$ cat config.mk
export PLATFORM = sky130hd
export DESIGN_NAME = gn2d_blend
export DESIGN_NICKNAME = d
export VERILOG_FILES = /design/src/rtl/assert_macros.svh /design/src/rtl/gn2d_pkg.sv /design/src/rtl/gn2d_blend.sv
export SDC_FILE = /design/constraint.sdc
export NUM_CORES = 2
export LEC_CHECK = 0
export ABC_AREA = 1
export BUFFER_PORTS_ARGS = -buffer_cell sky130_fd_sc_hd__buf_2
export CELL_PAD_IN_SITES_DETAIL_PLACEMENT = 1
export CELL_PAD_IN_SITES_GLOBAL_PLACEMENT = 1
export CORE_MARGIN = 3
export CORE_UTILIZATION = 35
export CTS_BUF_LIST = sky130_fd_sc_hd__clkbuf_8
export DETAILED_ROUTE_END_ITERATION = 8
export GPL_TIMING_DRIVEN = 0
export PLACE_DENSITY_LB_ADDON = 0.1
export RECOVER_POWER = 100
export SETUP_SLACK_MARGIN = 0.2
export SLEW_MARGIN = 0
export SYNTH_ARGS = -nofsm -noshare
export SYNTH_HDL_FRONTEND = slang
export SYNTH_SLANG_ARGS = --single-unit
$ cat constraint.sdc
create_clock -name clk_i -period 26.9 [get_ports clk_i]
set_input_delay 1.345 -clock clk_i [delete_from_list [all_inputs] [get_ports clk_i]]
set_output_delay 1.345 -clock clk_i [all_outputs]
set_load 0.05 [all_outputs]
$ cat src/rtl/assert_macros.svh
// assertion macros for the rtl files, included by gradient_noise_2d
// expects clk_i and rst_ni in the scope of use
`ifndef ASSERT_MACROS_SVH
`define ASSERT_MACROS_SVH

// clocked property, off while in reset
`define GN_ASSERT(lbl, prop) \
  lbl: assert property (@(posedge clk_i) disable iff (!rst_ni) prop) \
    else $error("assertion failed");

// condition that must never hold
`define GN_ASSERT_NEVER(lbl, cond) \
  lbl: assert property (@(posedge clk_i) disable iff (!rst_ni) !(cond)) \
    else $error("assertion failed");

`endif

$ cat src/rtl/gn2d_pkg.sv
// types, constants and gradient helper for the 2d gradient noise block
// no dependencies
`timescale 1ns / 1ps

package gn2d_pkg;

  localparam int COORD_W = 24;
  localparam int BYTE_W  = 8;
  localparam int NOISE_W = 16;

  localparam logic OP_LOAD = 1'b0;
  localparam logic OP_EVAL = 1'b1;

  localparam logic [21:0] FADE_C6  = 22'd6;
  localparam logic [21:0] FADE_C15 = 22'd15;
  localparam logic [21:0] FADE_C10 = 22'd10;

  localparam logic [3:0] H_U_SEL  = 4'd8;
  localparam logic [3:0] H_V_SEL  = 4'd4;
  localparam logic [3:0] H_VX_A   = 4'd12;
  localparam logic [3:0] H_VX_B   = 4'd14;

  localparam logic signed [17:0] ONE_Q16 = 18'sh10000;
  localparam logic signed [15:0] SAT_MAX = 16'sh7fff;
  localparam logic signed [15:0] SAT_MIN = -16'sh8000;

  typedef struct packed {
    logic [COORD_W-1:0] y_coord;
    logic [COORD_W-1:0] x_coord;
    logic [BYTE_W-1:0]  table_value;
    logic [BYTE_W-1:0]  table_index;
  } gn2d_item_t;

  typedef struct packed {
    logic [3:0] h11;
    logic [3:0] h01;
    logic [3:0] h10;
    logic [3:0] h00;
  } gn2d_hash_t;

  function automatic logic signed [18:0] grad2(input logic [3:0] h,
                                               input logic signed [17:0] dx,
                                               input logic signed [17:0] dy);
    logic signed [18:0] u;
    logic signed [18:0] v;
    u = (h < H_U_SEL) ? 19'(dx) : 19'(dy);
    if (h < H_V_SEL) begin
      v = 19'(dy);
    end else if (h == H_VX_A || h == H_VX_B) begin
      v = 19'(dx);
    end else begin
      v = '0;
    end
    if (h[0]) u = -u;
    if (h[1]) v = -v;
    return u + v;
  endfunction

endpackage

$ cat src/rtl/gn2d_blend.sv
// corner gradients, two lerp levels and output scaling with saturation
// depends on gn2d_pkg
`timescale 1ns / 1ps

module gn2d_blend (
  input  logic                 clk_i,
  input  logic                 rst_ni,
  input  logic                 en_i,
  input  logic                 ev_i,
  input  gn2d_pkg::gn2d_hash_t hash_i,
  input  logic [15:0]          tx_i,
  input  logic [15:0]          ty_i,
  input  logic [16:0]          fu_i,
  input  logic [16:0]          fv_i,
  output logic                 valid_o,
  output logic [gn2d_pkg::NOISE_W-1:0] noise_o
);
  import gn2d_pkg::*;

  logic signed [17:0] dx0, dx1, dy0, dy1;

  assign dx0 = $signed({2'b00, tx_i});
  assign dy0 = $signed({2'b00, ty_i});
  assign dx1 = dx0 - ONE_Q16;
  assign dy1 = dy0 - ONE_Q16;

  logic v4_q, v5_q, v6_q, vo_q;
  logic signed [18:0] g00_q, g10_q, g01_q, g11_q;
  logic [16:0] fu4_q, fv4_q, fv5_q;
  logic signed [18:0] x0_q, x1_q, x06_q;
  logic signed [37:0] p6_q;
  logic [NOISE_W-1:0] noise_q;

  logic signed [19:0] d0, d1, d2;
  logic signed [37:0] p0, p1, p2;
  logic signed [19:0] x0_d, x1_d, r, r2;
  logic [NOISE_W-1:0] noise_d;

  assign d0 = 20'(g10_q) - 20'(g00_q);
  assign d1 = 20'(g11_q) - 20'(g01_q);
  assign p0 = $signed({1'b0, fu4_q}) * d0;
  assign p1 = $signed({1'b0, fu4_q}) * d1;
  assign x0_d = 20'(g00_q) + 20'(p0 >>> 16);
  assign x1_d = 20'(g01_q) + 20'(p1 >>> 16);

  assign d2 = 20'(x1_q) - 20'(x0_q);
  assign p2 = $signed({1'b0, fv5_q}) * d2;

  assign r  = 20'(x06_q) + 20'(p6_q >>> 16);
  assign r2 = r >>> 2;

  always_comb begin
    if (r2 > 20'(SAT_MAX)) begin
      noise_d = SAT_MAX;
    end else if (r2 < 20'(SAT_MIN)) begin
      noise_d = SAT_MIN;
    end else begin
      noise_d = r2[NOISE_W-1:0];
    end
  end

  always_ff @(posedge clk_i or negedge rst_ni) begin
    if (!rst_ni) begin
      v4_q <= 1'b0;
      v5_q <= 1'b0;
      v6_q <= 1'b0;
      vo_q <= 1'b0;
    end else if (en_i) begin
      v4_q <= ev_i;
      v5_q <= v4_q;
      v6_q <= v5_q;
      vo_q <= v6_q;
    end
  end

  always_ff @(posedge clk_i) begin
    if (en_i) begin
      g00_q   <= grad2(hash_i.h00, dx0, dy0);
      g10_q   <= grad2(hash_i.h10, dx1, dy0);
      g01_q   <= grad2(hash_i.h01, dx0, dy1);
      g11_q   <= grad2(hash_i.h11, dx1, dy1);
      fu4_q   <= fu_i;
      fv4_q   <= fv_i;
      x0_q    <= 19'(x0_d);
      x1_q    <= 19'(x1_d);
      fv5_q   <= fv4_q;
      x06_q   <= x0_q;
      p6_q    <= p2;
      noise_q <= noise_d;
    end
  end

  assign valid_o = vo_q;
  assign noise_o = noise_q;

endmodule

==> impl_metrics.yaml <==
run_status:
  run_status: "finished with violations"
  violations_in_the_final_reports: "max-capacitance violations, max-slew violations"
synthesis:
  combined_area_of_all_synthesized_cells_um2: 56000
  synth.lib_cells_used.distinct: 72
  synth_seq_cells: 224
  synth.net_count: 8478
  synth_edf_count: 220
  synth_area_per_cell_um2: 8.04
  synth_flop_cell: "sky130_fd_sc_hd__edfxtp_1"
  synth_cells: 6969
  synth-seq-area-share: 0.120
  postSynth.asyncResetShare: 0.0179
  yosysWarnings: 0
placement:
  numPortBuffers: 96
  preCtsSetupSlack_ps: 15150
  gp_routability_congestion: 0.923
  place_hpwl_mm: 177
drt:
  drt_first_iter_violations: 2299
  drtAntennaViolNets: 0
  viasPerCell: 4.98
  drcViolationCount: 0
  firstDrtPassIters: 7
  num_vias: 46000
  post_route_wl_mm: 202
  post_drt_wl_per_cell_um: 21.9
worst_setup_path:
  critical_path.endpoint_type: "flop"
  timing.critical_path.max_delay_family: "adder cells"
  path_depth: 40
  critical_path_peak_fanout: 10
  cpPeakStageDelay_ps: 910
  combined_buffer_and_inverter_count_along_the_critical_path: 8
  critPathRequiredTime_ps: 27430
  crit_arrival_ps: 12290
  cp_slowest_cell: "sky130_fd_sc_hd__o21ai_0"
  critPathLaunchType: "flop"
  reg2regPathDepth: 40
  crit_type: "flop to flop"
worst_hold_path:
  worstHoldPathCells: 0
  min_path_type: "flop to flop"
timing:
  setup_viol_count_final: 0
  post-route-period-util: 0.437
  final.min_clock_period_ps: 11760
  final.setup.worst_slack_ps: 15140
  rsz0062_at_grt: "false"
  drv_slew: 226
  relSlewSlack: -3.07
  maxClockFrequency_mhz: 85.0
  setup_total_negative_slack_ps: 0
  max_slew.worst_pin.slew_ps: 6100
  final_skew_ps: 130
  report.final.hold_viol_count: 0
grt:
  grt_first_pass_wirelength_mm: 308
  number_of_global_route_vias_before_repair: 50300
  grt_usage: 0.249
  pin_count_of_the_biggest_net_entering_global_routing: 116
  globalRouteOverflowTotal: 0
  number_of_antenna_violations_at_the_first_check_in_global_routing: 7
floorplan:
  initial_core_util: 0.353
  dieArea_um2: 165000
  io_pins: 103
  std_cell_rows: 146
  core_footprint_um2: 159000
  die_w_um: 406
  floorplan.die.height_um: 406
clock_tree:
  postCtsHoldBufs: 0
  clock_insertion_delay_worst_skew_ps: 790
  clk_pin_slew_worst_paths_ps: 60
  postCtsSetupBuffers: 0
  ctsLongestPathBuffers: 3
  cells_resized_by_post_cts_repair: 0
  cts.sink_count: 224
  cts_inserted_buffers: 49
  cts-root-buf: "sky130_fd_sc_hd__clkbuf_8"
  htree_levels: 2
  tritoncts: "built"
job:
  maxCapViolCount: 3
cells_and_area:
  finalNetCount: 8628
  mostFrequentLayoutCell: "sky130_fd_sc_hd__inv_1"
  synthToLayoutAreaGrowth_pct: 7.02
  mostFrequentLayoutCells: "sky130_fd_sc_hd__inv_1 (1683), sky130_fd_sc_hd__nand2_1 (1127), sky130_fd_sc_hd__fa_1 (974)"
  post_route_cells_drive_above_1_share: 0.0439
area by class of cell:
class | instances | area (µm²)
Antenna cell | 3 | 7.51
Buffer | 180 | 801
Clock buffer | 49 | 674
Clock inverter | 40 | 248
Fill cell | 19400 | 98800
Inverter | 1702 | 6390
Multi-Input combinational cell | 4863 | 42000
Sequential cell | 224 | 6710
Tap cell | 2072 | 2590
Timing Repair Buffer | 99 | 489
state kept, by name, indices dropped and copies added (netlist names):
register and count:
fv5_q 17, noise_o 16, g00_q 19, fu4_q 17, v6_q 1, fv4_q 17, g01_q 19, valid_o 1
v4_q 1, x0_q 19, g10_q 19, g11_q 19, v5_q 1, x06_q 19, x1_q 19, p6_q 20
kinds of logic after synthesis:
| group | after synthesis | synth area share |
|---|---|---|
| flops | 224 | 0.120 |
| compound gates | 781 | 0.0797 |
| buf+inv | 1882 | 0.129 |
| fa+ha+maj | 1423 | 0.448 |
| xor+xnor | 332 | 0.0522 |
| simple gates | 2327 | 0.171 |
synthesized netlist by cell type, types with 4 or more instances:
cell type | count | area share
sky130_fd_sc_hd__buf_2 | 23 | 0.0021
sky130_fd_sc_hd__fa_1 | 974 | 0.35
sky130_fd_sc_hd__nor4_1 | 11 | 0.0012
sky130_fd_sc_hd__o21a_1 | 9 | 0.0012
sky130_fd_sc_hd__nor2_1 | 767 | 0.051
sky130_fd_sc_hd__nand2_1 | 1123 | 0.075
sky130_fd_sc_hd__a221oi_1 | 6 | 0.00094
sky130_fd_sc_hd__o22ai_1 | 54 | 0.0060
sky130_fd_sc_hd__a211oi_1 | 4 | 0.00054
sky130_fd_sc_hd__nand3_1 | 222 | 0.020
sky130_fd_sc_hd__a31oi_1 | 26 | 0.0029
sky130_fd_sc_hd__inv_2 | 13 | 0.00087
sky130_fd_sc_hd__xor2_1 | 199 | 0.031
sky130_fd_sc_hd__dfrtp_1 | 4 | 0.0018
sky130_fd_sc_hd__nor3_2 | 7 | 0.0013
sky130_fd_sc_hd__buf_4 | 11 | 0.0015
sky130_fd_sc_hd__ha_1 | 449 | 0.10
sky130_fd_sc_hd__o211ai_1 | 12 | 0.0016
sky130_fd_sc_hd__edfxtp_1 | 220 | 0.12
sky130_fd_sc_hd__inv_1 | 1668 | 0.11
sky130_fd_sc_hd__a21boi_0 | 4 | 0.00054
sky130_fd_sc_hd__o31ai_1 | 13 | 0.0017
sky130_fd_sc_hd__nand2_2 | 12 | 0.0013
sky130_fd_sc_hd__a21o_1 | 24 | 0.0032
sky130_fd_sc_hd__xnor2_1 | 131 | 0.020
sky130_fd_sc_hd__or2_1 | 8 | 0.00089
sky130_fd_sc_hd__o22ai_2 | 10 | 0.0022
sky130_fd_sc_hd__o311ai_0 | 5 | 0.00078
sky130_fd_sc_hd__clkbuf_1 | 133 | 0.0089
sky130_fd_sc_hd__clkinv_1 | 21 | 0.0014
sky130_fd_sc_hd__o21bai_1 | 17 | 0.0023
sky130_fd_sc_hd__a21oi_1 | 324 | 0.029
sky130_fd_sc_hd__o21ai_2 | 6 | 0.00094
sky130_fd_sc_hd__nor3_1 | 41 | 0.0037
sky130_fd_sc_hd__nor2_2 | 16 | 0.0018
sky130_fd_sc_hd__o21ai_1 | 15 | 0.0013
sky130_fd_sc_hd__or2_2 | 63 | 0.0070
sky130_fd_sc_hd__o21ai_0 | 233 | 0.021
sky130_fd_sc_hd__buf_6 | 10 | 0.0020
sky130_fd_sc_hd__nand4_1 | 33 | 0.0037
final timing paths:
| kind | startpoint | endpoint | slack (ps) |
|---|---|---|---|
| worst max-delay path | g00_q[2] | x0_q[13] | 15140 |
| worst min-delay path | x0_q[5] | x06_q[5] | 380 |
| worst max register to register | g00_q[2] | x0_q[13] | 15140 |
| worst min register to register | x0_q[5] | x06_q[5] | 380 |
| max in group asynchronous | rst_ni | v4_q | 26210 |
| min in group asynchronous | rst_ni | v6_q | 500 |
worst reg2reg max path, delay by kind of cell, from the launching register on:
kind                       cells  cell delay [ps]
xor gates and xnor gates       2              600
DFF                            1              420
and+or+nand+nor                7             1130
AOI/OAI and AO/OA             14             3910
adders and majority gates      9             4270
buffers and inverters          8             1200
metal layers:
layer | routed length [µm] | part of all wire | GRT usage | up-vias
li1 | - | - | - | 21500
met1 | 87800 | 0.44 | 0.321 | 23400
met2 | 98600 | 0.49 | 0.435 | 838
met3 | 7340 | 0.036 | 0.0236 | 262
met4 | 8080 | 0.040 | 0.0835 | 2
met5 | 10 | 0.000050 | 0 | -
stage by stage:
step                utilization  area (µm²)  hold WS [ps]  cells
floorplan                     -       56000           400   6969
global placement          0.372       59100           403   9137
detailed placement        0.373       59200           406   9140
CTS                       0.379       60100           369   9229
global route              0.378       60000           419   9231
finish                    0.378       60000           382   9232
Power is left out: the tool's default activity adds up to more than one toggle a clock period on the data nets, which glitch-free logic cannot reach.
