**src/rtl/assert_macros.svh**
```systemverilog
// assertion macros for the rtl files, included by gradient_noise_2d
// expects clk_i and rst_ni in the scope of use
`ifndef ASSERT_MACROS_SVH
`define ASSERT_MACROS_SVH

// clocked property, off while in reset
`define GN_ASSERT(lbl, prop) \
  lbl: assert property (@(posedge clk_i) disable iff (!rst_ni) prop) \
    else $error("assertion failed");

// condition that must never hold
`define GN_ASSERT_NEVER(lbl, cond) \
  lbl: assert property (@(posedge clk_i) disable iff (!rst_ni) !(cond)) \
    else $error("assertion failed");

`endif

```
**src/rtl/gn2d_pkg.sv**
```systemverilog
// types, constants and gradient helper for the 2d gradient noise block
// no dependencies
`timescale 1ns / 1ps

package gn2d_pkg;

  localparam int COORD_W = 24;
  localparam int BYTE_W  = 8;
  localparam int NOISE_W = 16;

  localparam logic OP_LOAD = 1'b0;
  localparam logic OP_EVAL = 1'b1;

  localparam logic [21:0] FADE_C6  = 22'd6;
  localparam logic [21:0] FADE_C15 = 22'd15;
  localparam logic [21:0] FADE_C10 = 22'd10;

  localparam logic [3:0] H_U_SEL  = 4'd8;
  localparam logic [3:0] H_V_SEL  = 4'd4;
  localparam logic [3:0] H_VX_A   = 4'd12;
  localparam logic [3:0] H_VX_B   = 4'd14;

  localparam logic signed [17:0] ONE_Q16 = 18'sh10000;
  localparam logic signed [15:0] SAT_MAX = 16'sh7fff;
  localparam logic signed [15:0] SAT_MIN = -16'sh8000;

  typedef struct packed {
    logic [COORD_W-1:0] y_coord;
    logic [COORD_W-1:0] x_coord;
    logic [BYTE_W-1:0]  table_value;
    logic [BYTE_W-1:0]  table_index;
  } gn2d_item_t;

  typedef struct packed {
    logic [3:0] h11;
    logic [3:0] h01;
    logic [3:0] h10;
    logic [3:0] h00;
  } gn2d_hash_t;

  function automatic logic signed [18:0] grad2(input logic [3:0] h,
                                               input logic signed [17:0] dx,
                                               input logic signed [17:0] dy);
    logic signed [18:0] u;
    logic signed [18:0] v;
    u = (h < H_U_SEL) ? 19'(dx) : 19'(dy);
    if (h < H_V_SEL) begin
      v = 19'(dy);
    end else if (h == H_VX_A || h == H_VX_B) begin
      v = 19'(dx);
    end else begin
      v = '0;
    end
    if (h[0]) u = -u;
    if (h[1]) v = -v;
    return u + v;
  endfunction

endpackage

```
**src/rtl/gn2d_fade.sv**
```systemverilog
// three-stage quintic fade of one coordinate fraction in q0.16
// depends on gn2d_pkg
`timescale 1ns / 1ps

module gn2d_fade #(
  parameter int FRAC_BITS = 8
) (
  input  logic                         clk_i,
  input  logic                         en_i,
  input  logic [gn2d_pkg::COORD_W-1:0] coord_i,
  output logic [15:0]                  t_o,
  output logic [16:0]                  fade_o
);
  import gn2d_pkg::*;

  logic [FRAC_BITS-1:0] frac;
  logic [15:0] t0;
  logic [31:0] sq, cube;
  logic [21:0] q_d;
  logic [36:0] fprod;

  logic [15:0] t1_q, t2_q, t3_q, tc_q, tf_q;
  logic [20:0] q_q;
  logic [16:0] fade_q;

  assign frac  = coord_i[FRAC_BITS-1:0];
  assign t0    = 16'(frac) << (16 - FRAC_BITS);
  assign sq    = t0 * t0;
  assign cube  = t2_q * t1_q;
  assign q_d   = (FADE_C10 << 16) + FADE_C6 * 22'(t2_q) - FADE_C15 * 22'(t1_q);
  assign fprod = t3_q * q_q;

  always_ff @(posedge clk_i) begin
    if (en_i) begin
      t1_q   <= t0;
      t2_q   <= sq[31:16];
      tc_q   <= t1_q;
      t3_q   <= cube[31:16];
      q_q    <= q_d[20:0];
      tf_q   <= tc_q;
      fade_q <= fprod[32:16];
    end
  end

  assign t_o    = tf_q;
  assign fade_o = fade_q;

endmodule

```
**config.mk**
```make
export PLATFORM = sky130hd
export DESIGN_NAME = gn2d_fade
export DESIGN_NICKNAME = d
export VERILOG_FILES = /design/src/rtl/assert_macros.svh /design/src/rtl/gn2d_pkg.sv /design/src/rtl/gn2d_fade.sv
export SDC_FILE = /design/constraint.sdc
export NUM_CORES = 1
export LEC_CHECK = 0
export ABC_AREA = 0
export BUFFER_PORTS_ARGS = -buffer_cell sky130_fd_sc_hd__buf_4
export CORE_ASPECT_RATIO = 0.7
export CORE_UTILIZATION = 40
export DETAILED_ROUTE_END_ITERATION = 10
export HOLD_SLACK_MARGIN = 0.1
export PLACE_DENSITY = 0.63
export SYNTH_ARGS = -nofsm -noshare
export SYNTH_HDL_FRONTEND = slang
export SYNTH_SLANG_ARGS = --single-unit
```
**constraint.sdc**
```tcl
create_clock -name clk_i -period 6.5 [get_ports clk_i]
set_input_delay 0.65 -clock clk_i [delete_from_list [all_inputs] [get_ports clk_i]]
set_output_delay 0.65 -clock clk_i [all_outputs]
set_load 0.02 [all_outputs]
```
==> results.py, run 1 <==
metrics = {
    "outcome": {
        "status": "finished clean",
    },
    "setup_path": {
        "required_ns": 6.64,
        "critPathKind": "flip-flop to flip-flop",
        "max_stage_delay_ns": 0.53,
        "arrival_ns": 6.35,
        "crit_fanout": 13,
        "start_kind": "flip-flop",
        "slowest_stage": "fa_1",
        "cp-end-kind": "flip-flop",
        "cp_common_cell": "fa_1",
    },
    "die": {
        "dieArea_um2": 48800,
        "rows": 66,
        "dieHeight_um": 185,
        "die_w_um": 263,
        "core_um2": 46800,
        "initial_core_util_pct": 40.9,
        "ioPinCount": 59,
    },
    "sta": {
        "fin_ws_ns": 0.289,
        "tightestPinTransition_ns": 0.972,
        "hold_slack_ns": 0.422,
        "finalCritPeriodShare_pct": 95.6,
        "setup_viol": 0,
        "finalClockSkew_ns": 0.0206,
        "clock.fmax_ghz": 0.161,
        "timing.slew.headroom_pct": 34.7,
        "hold_violations": 0,
        "slew_viol_final": 0,
        "finalCriticalPeriod_ns": 6.21,
    },
    "detailed_routing": {
        "via_per_inst": 4.86,
        "ant_nets": 0,
        "drt-total-wl_um": 40600,
        "drtPass1Iterations": 5,
        "drt-initial-drc-count": 543,
        "drc": 0,
        "avgRoutedWirePerCell_um": 15.1,
        "num_vias": 13100,
    },
    "run": {
        "maxCapViolations": 0,
    },
    "final_layout": {
        "drive_above_1_share_pct": 8.78,
        "fin_util_pct": 45.1,
        "syn_to_final_growth_pct": 10.3,
        "layout.nets": 2678,
        "finalInstanceArea_um2": 21100,
        "diodes": 0,
    },
    "placement": {
        "place_ws_ns": 0.0581,
        "portBuffers": 34,
        "place_congestion": 0.854,
        "post_dp_cell_area_um2": 20700,
        "place.detailed.hpwl_um": 33700,
    },
    "clocking": {
        "cts_buffers": 9,
        "clkTransAtPathRegs_ns": 0.08,
        "clock_sinks": 89,
        "insertion_delay_ns": 0.40,
        "h-tree-depth": 3,
        "cts_hold_buf": 0,
        "cts-root-buf": "clkbuf_16",
        "cts.path.max_buffers": 2,
        "cts_tree": "done",
    },
    "global_routing": {
        "grt_pass1_wl_um": 71000,
        "gr-total-overflow": 0,
        "grt_max_degree": 51,
        "grt_pass1_vias": 14400,
        "antenna_found_initial": 0,
        "grt_usage_pct": 18.1,
    },
    "logic_synthesis": {
        "synthDistinctLibCells": 55,
        "ys_async_sr_fraction_pct": 0,
        "ys_ff_latch": 89,
        "yosysSeqAreaShare_pct": 14.0,
        "synth_area_um2": 19100,
        "avgSynthCellArea_um2": 9.61,
        "netlist_instances": 1992,
        "ys.flop_type": "edfxtp_1",
        "ys_warn_count": 0,
        "synth_enable_flop_cells": 89,
    },
    "worst_hold_path": {
        "hp-class": "flip-flop to flip-flop",
    },
}
[flip-flops by register name (all words and copies together), names as in the netlist]
register and count:
fade_o 17, q_q 19, t1_q 7, t2_q 15
t3_q 16, t_o 8, tc_q 7
[cell usage after synthesis, drive strengths merged (4+ instances only)]
| cell | instances | area, um2 |
|---|---|---|
| inv | 437 | 1640 |
| fa | 359 | 7190 |
| nand2 | 264 | 991 |
| ha | 214 | 2680 |
| and2 | 197 | 1240 |
| edfxtp | 89 | 2670 |
| xnor2 | 64 | 568 |
| clkbuf | 61 | 229 |
| a21oi | 51 | 259 |
| nor2 | 45 | 169 |
| xor2 | 29 | 254 |
| o21ai | 27 | 139 |
| nor3 | 19 | 95.1 |
| a21o | 18 | 135 |
| nor2b | 14 | 87.6 |
| o21a | 12 | 90.1 |
| buf | 10 | 78.8 |
| nand3 | 8 | 40.0 |
| o21bai | 8 | 60.1 |
| nand4 | 7 | 43.8 |
| a211oi | 6 | 45.0 |
| or3 | 6 | 37.5 |
| and3 | 5 | 32.5 |
| nand2b | 5 | 31.3 |
| o31ai | 4 | 35.0 |
[area by class of cell]
| cell class | instances | area (um2) |
|---|---|---|
| inverter | 437 | 1640 |
| tap | 612 | 766 |
| clock buffer | 10 | 229 |
| fill | 4432 | 25700 |
| timing repair buffer | 140 | 1140 |
| sequential | 89 | 2670 |
| multi-input combinational | 1402 | 14600 |
| clock inverter | 6 | 75.1 |
[kinds of logic (layout without fill, tap and decap cells)]
kind of cell    count (synthesis)  count (layout)  synth area share (%)
fa+ha+maj                     573             573                  51.5
buf+inv                       508             593                  10.2
other cells                     1               8                0.0196
compound gates                146             146                  5.01
mux                             2               2                 0.137
flops                          89              89                  14.0
xor+xnor                       93              93                  4.29
simple gates                  580             580                  14.9
[per-stage QoR]
stage / setup TNS (ns) / cells
2_1_floorplan: 0 / 1999
3_3_place_gp: 0 / 2676
3_5_place_dp: 0 / 2676
4_1_cts: 0 / 2692
5_1_grt: -0.0260 / 2696
6_report: 0 / 2696
[layer usage]
| metal | track usage [%] | up-vias | routed length [um] |
|---|---|---|---|
| met3 | 2.07 | 44 | 1520 |
| met1 | 25.3 | 6641 | 20100 |
| li1 | - | 6213 | - |
| met4 | 4.65 | 0 | 663 |
| met2 | 30.1 | 198 | 18300 |
| met5 | 0 | - | 0 |
[repair_timing]
action / CTS / global route
setup buffers: 0 / 4
endpoints found under the setup margin: 0 / 5
resized for setup: 0 / 11
[path summary, 6_finish.rpt]
| kind | slack [ns] | end | cells past startpoint | start |
|---|---|---|---|---|
| hold reg to reg | 0.42 | t_o[10]$_DFFE_PP_ | 0 | tc_q[10]$_DFFE_PP_ |
| setup reg to reg | 0.29 | fade_o[16]$_DFFE_PP_ | 25 | t3_q[4]$_DFFE_PP_ |
| hold / removal | 0.42 | t_o[10]$_DFFE_PP_ | 0 | tc_q[10]$_DFFE_PP_ |
| setup / recovery | 0.29 | fade_o[16]$_DFFE_PP_ | 25 | t3_q[4]$_DFFE_PP_ |
[worst max-delay path, delay by kind of cell (launching register included)]
| kind | cells | cell delay, ns |
|---|---|---|
| buffers and inverters | 8 | 0.82 |
| adder cells (fa/ha/maj) | 7 | 3.24 |
| flip-flops | 1 | 0.42 |
| XOR/XNOR | 1 | 0.12 |
| AO/OA/AOI/OAI | 6 | 0.76 |
| AND/OR/NAND/NOR | 3 | 0.57 |
[layout by cell type, fill, tap and decap left out, types with 8 or more instances in the layout]
master     instances
o21ai_0           24
edfxtp_1          89
nor2b_1           14
conb_1             8
nor3_1            19
a21oi_1           48
fa_1             359
nand2_1          264
xor2_1            29
xnor2_1           63
buf_4            132
nand3_1            8
a21o_1            18
clkbuf_16          9
and2_1           191
o21a_1            12
inv_1            437
nor2_1            45
ha_1             214
Power of run 1 is not shown: default switching activity piles up to over one toggle a cycle in this logic, so the estimate is an artifact.
==> run 2, diff against run 1 <==
--- a/config.mk
+++ b/config.mk
@@ -7,7 +7,6 @@
 export LEC_CHECK = 0
 export ABC_AREA = 0
 export BUFFER_PORTS_ARGS = -buffer_cell sky130_fd_sc_hd__buf_4
-export CORE_ASPECT_RATIO = 0.7
 export CORE_UTILIZATION = 40
 export DETAILED_ROUTE_END_ITERATION = 10
 export HOLD_SLACK_MARGIN = 0.1
==> results.py, run 2 (synthesized netlist as in run 1, its figures left out) <==
metrics = {
    "setup_path": {
        "critPathKind": "flip-flop to flip-flop",
        "reg2reg_from": "q_q[6]$_DFFE_PP_",
        "cp-end-kind": "flip-flop",
        "r2r_setup_slack_ns": 0.14,
        "crit_fanout": 6,
        "arrival_ns": 6.50,
        "r2r_cells": 24,
        "start_kind": "flip-flop",
        "startpoint": "q_q[6]$_DFFE_PP_",
        "rr_endpoint": "fade_o[16]$_DFFE_PP_",
        "required_ns": 6.64,
    },
    "detailed_routing": {
        "drt-initial-drc-count": 606,
        "avgRoutedWirePerCell_um": 14.9,
        "drc": 1,
        "drt-total-wl_um": 39800,
        "ant_nets": 0,
        "via_per_inst": 4.84,
        "num_vias": 12900,
        "drtPass1Iterations": 10,
    },
    "global_routing": {
        "grt_pass1_wl_um": 68100,
        "grt_max_degree": 72,
        "grt_pass1_vias": 14100,
        "antenna_found_initial": 0,
        "grt-busiest-layer": "met2",
        "grtUsageMet2_pct": 30.8,
        "use_met3_pct": 2.38,
        "grt_usage_pct": 17.7,
        "grtUsageMet1_pct": 22.9,
        "gr-total-overflow": 0,
    },
    "clocking": {
        "clkTransAtPathRegs_ns": 0.07,
        "insertion_delay_ns": 0.39,
        "clock_sinks": 89,
        "cts.path.max_buffers": 2,
        "cts_buffers": 9,
        "cts-root-buf": "clkbuf_16",
        "h-tree-depth": 3,
        "cts_tree": "done",
        "cts_hold_buf": 0,
    },
    "outcome": {
        "status": "finished with violations",
        "failed_checks": "DRC",
    },
    "sta": {
        "slew_viol_final": 0,
        "hold_violations": 0,
        "finalClockSkew_ns": 0.0148,
        "hold_slack_ns": 0.422,
        "finalCritPeriodShare_pct": 97.9,
        "clock.fmax_ghz": 0.157,
        "final.setup.tns_ns": 0,
        "setup_viol": 0,
        "timing.slew.headroom_pct": 41.1,
        "finalCriticalPeriod_ns": 6.36,
        "tightestPinTransition_ns": 0.883,
    },
    "worst_hold_path": {
        "hold_start": "tc_q[12]$_DFFE_PP_",
        "hp-class": "flip-flop to flip-flop",
        "hold_depth": 0,
        "whs_endpoint": "t_o[12]$_DFFE_PP_",
    },
    "final_layout": {
        "diodes": 0,
        "largest_reg_flops": 19,
        "final_cell_mix": "inv_1, fa_1, nand2_1, ha_1, and2_1",
        "syn_to_final_growth_pct": 9.40,
        "regArea_um2": 2670,
        "instances_no_fill": 2676,
        "regMostFlops": "q_q",
        "fin_util_pct": 44.7,
        "multi_input_area_um2": 14600,
        "drive_above_1_share_pct": 7.93,
        "final_common_cell": "inv_1",
        "fillers": 4492,
        "layout.nets": 2663,
    },
    "die": {
        "initial_core_util_pct": 40.9,
        "die_w_um": 221,
        "core_um2": 46900,
        "rows": 79,
        "dieHeight_um": 221,
        "dieArea_um2": 48700,
        "ioPinCount": 59,
    },
    "placement": {
        "place_congestion": 0.875,
        "place.detailed.hpwl_um": 33000,
        "portBuffers": 34,
        "dpl.cell_count": 2653,
    },
    "run": {
        "maxCapViolations": 0,
    },
}
## run 2: cell types whose count changed in the layout (fill, tap and decap cells not counted), moves of 2 or more
cell | previous run | this run
buf_4 | 132 | 118
a21oi_1 | 48 | 50
a21oi_2 | 3 | 1
buf_12 | 7 | 5
buf_2 | 0 | 2
clkinv_1 | 0 | 2
## run 2: worst max-delay path by stage
stage,endpoint,slack (ns)
after floorplan,fade_o[16]$_DFFE_PP_,0.34
after global placement,fade_o[16]$_DFFE_PP_,0.11
after detailed placement,fade_o[16]$_DFFE_PP_,0.02
after CTS,fade_o[16]$_DFFE_PP_,0.006
after global routing,fade_o[16]$_DFFE_PP_,-0.03
final,fade_o[16]$_DFFE_PP_,0.14
## run 2: timing repair
action	in CTS	in global routing
gates resized for setup	0	7
endpoints found under the setup margin	1	5
setup buffers	1	6
## run 2: critical path, cell delays in order, from the launching register on
cell,delay (ns)
edfxtp_1,0.51
buf_2,0.21
and2_1,0.17
fa_1,0.53
inv_1,0.05
fa_1,0.52
inv_1,0.05
fa_1,0.48
fa_1,0.42
fa_1,0.51
inv_1,0.05
fa_1,0.47
inv_1,0.04
ha_1,0.29
a21oi_1,0.17
o21ai_0,0.15
nor3_1,0.18
a21oi_1,0.09
buf_4,0.15
and4_4,0.19
o41ai_2,0.36
buf_4,0.19
o21bai_2,0.07
a21oi_1,0.18
xnor2_1,0.08
## run 2: cell type report
| type | count | share of cell area [%] |
|---|---|---|
| clock buffers | 9 | 1.08 |
| clock inverters | 7 | 0.382 |
| inverters | 437 | 7.83 |
| multi-input cells | 1402 | 69.6 |
| flip-flops and latches | 89 | 12.8 |
| well taps | 607 | 3.63 |
| repair buffers | 125 | 4.76 |
## run 2: routing by layer
layer | vias up | part of all wire (%)
met5 | - | 0
met1 | 6475 | 45
met2 | 239 | 50
li1 | 6183 | -
met4 | 0 | 1.8
met3 | 44 | 3.7
## run 2: per-stage QoR
step / setup slack (ns) / area (um2)
global placement: 0.109 / 20600
CTS: 0.00636 / 20900
global route: -0.0349 / 20900
detailed placement: 0.0207 / 20600
finish: 0.136 / 20900
floorplan: 0.336 / 19200
Power of run 2 is left out for the same reason.
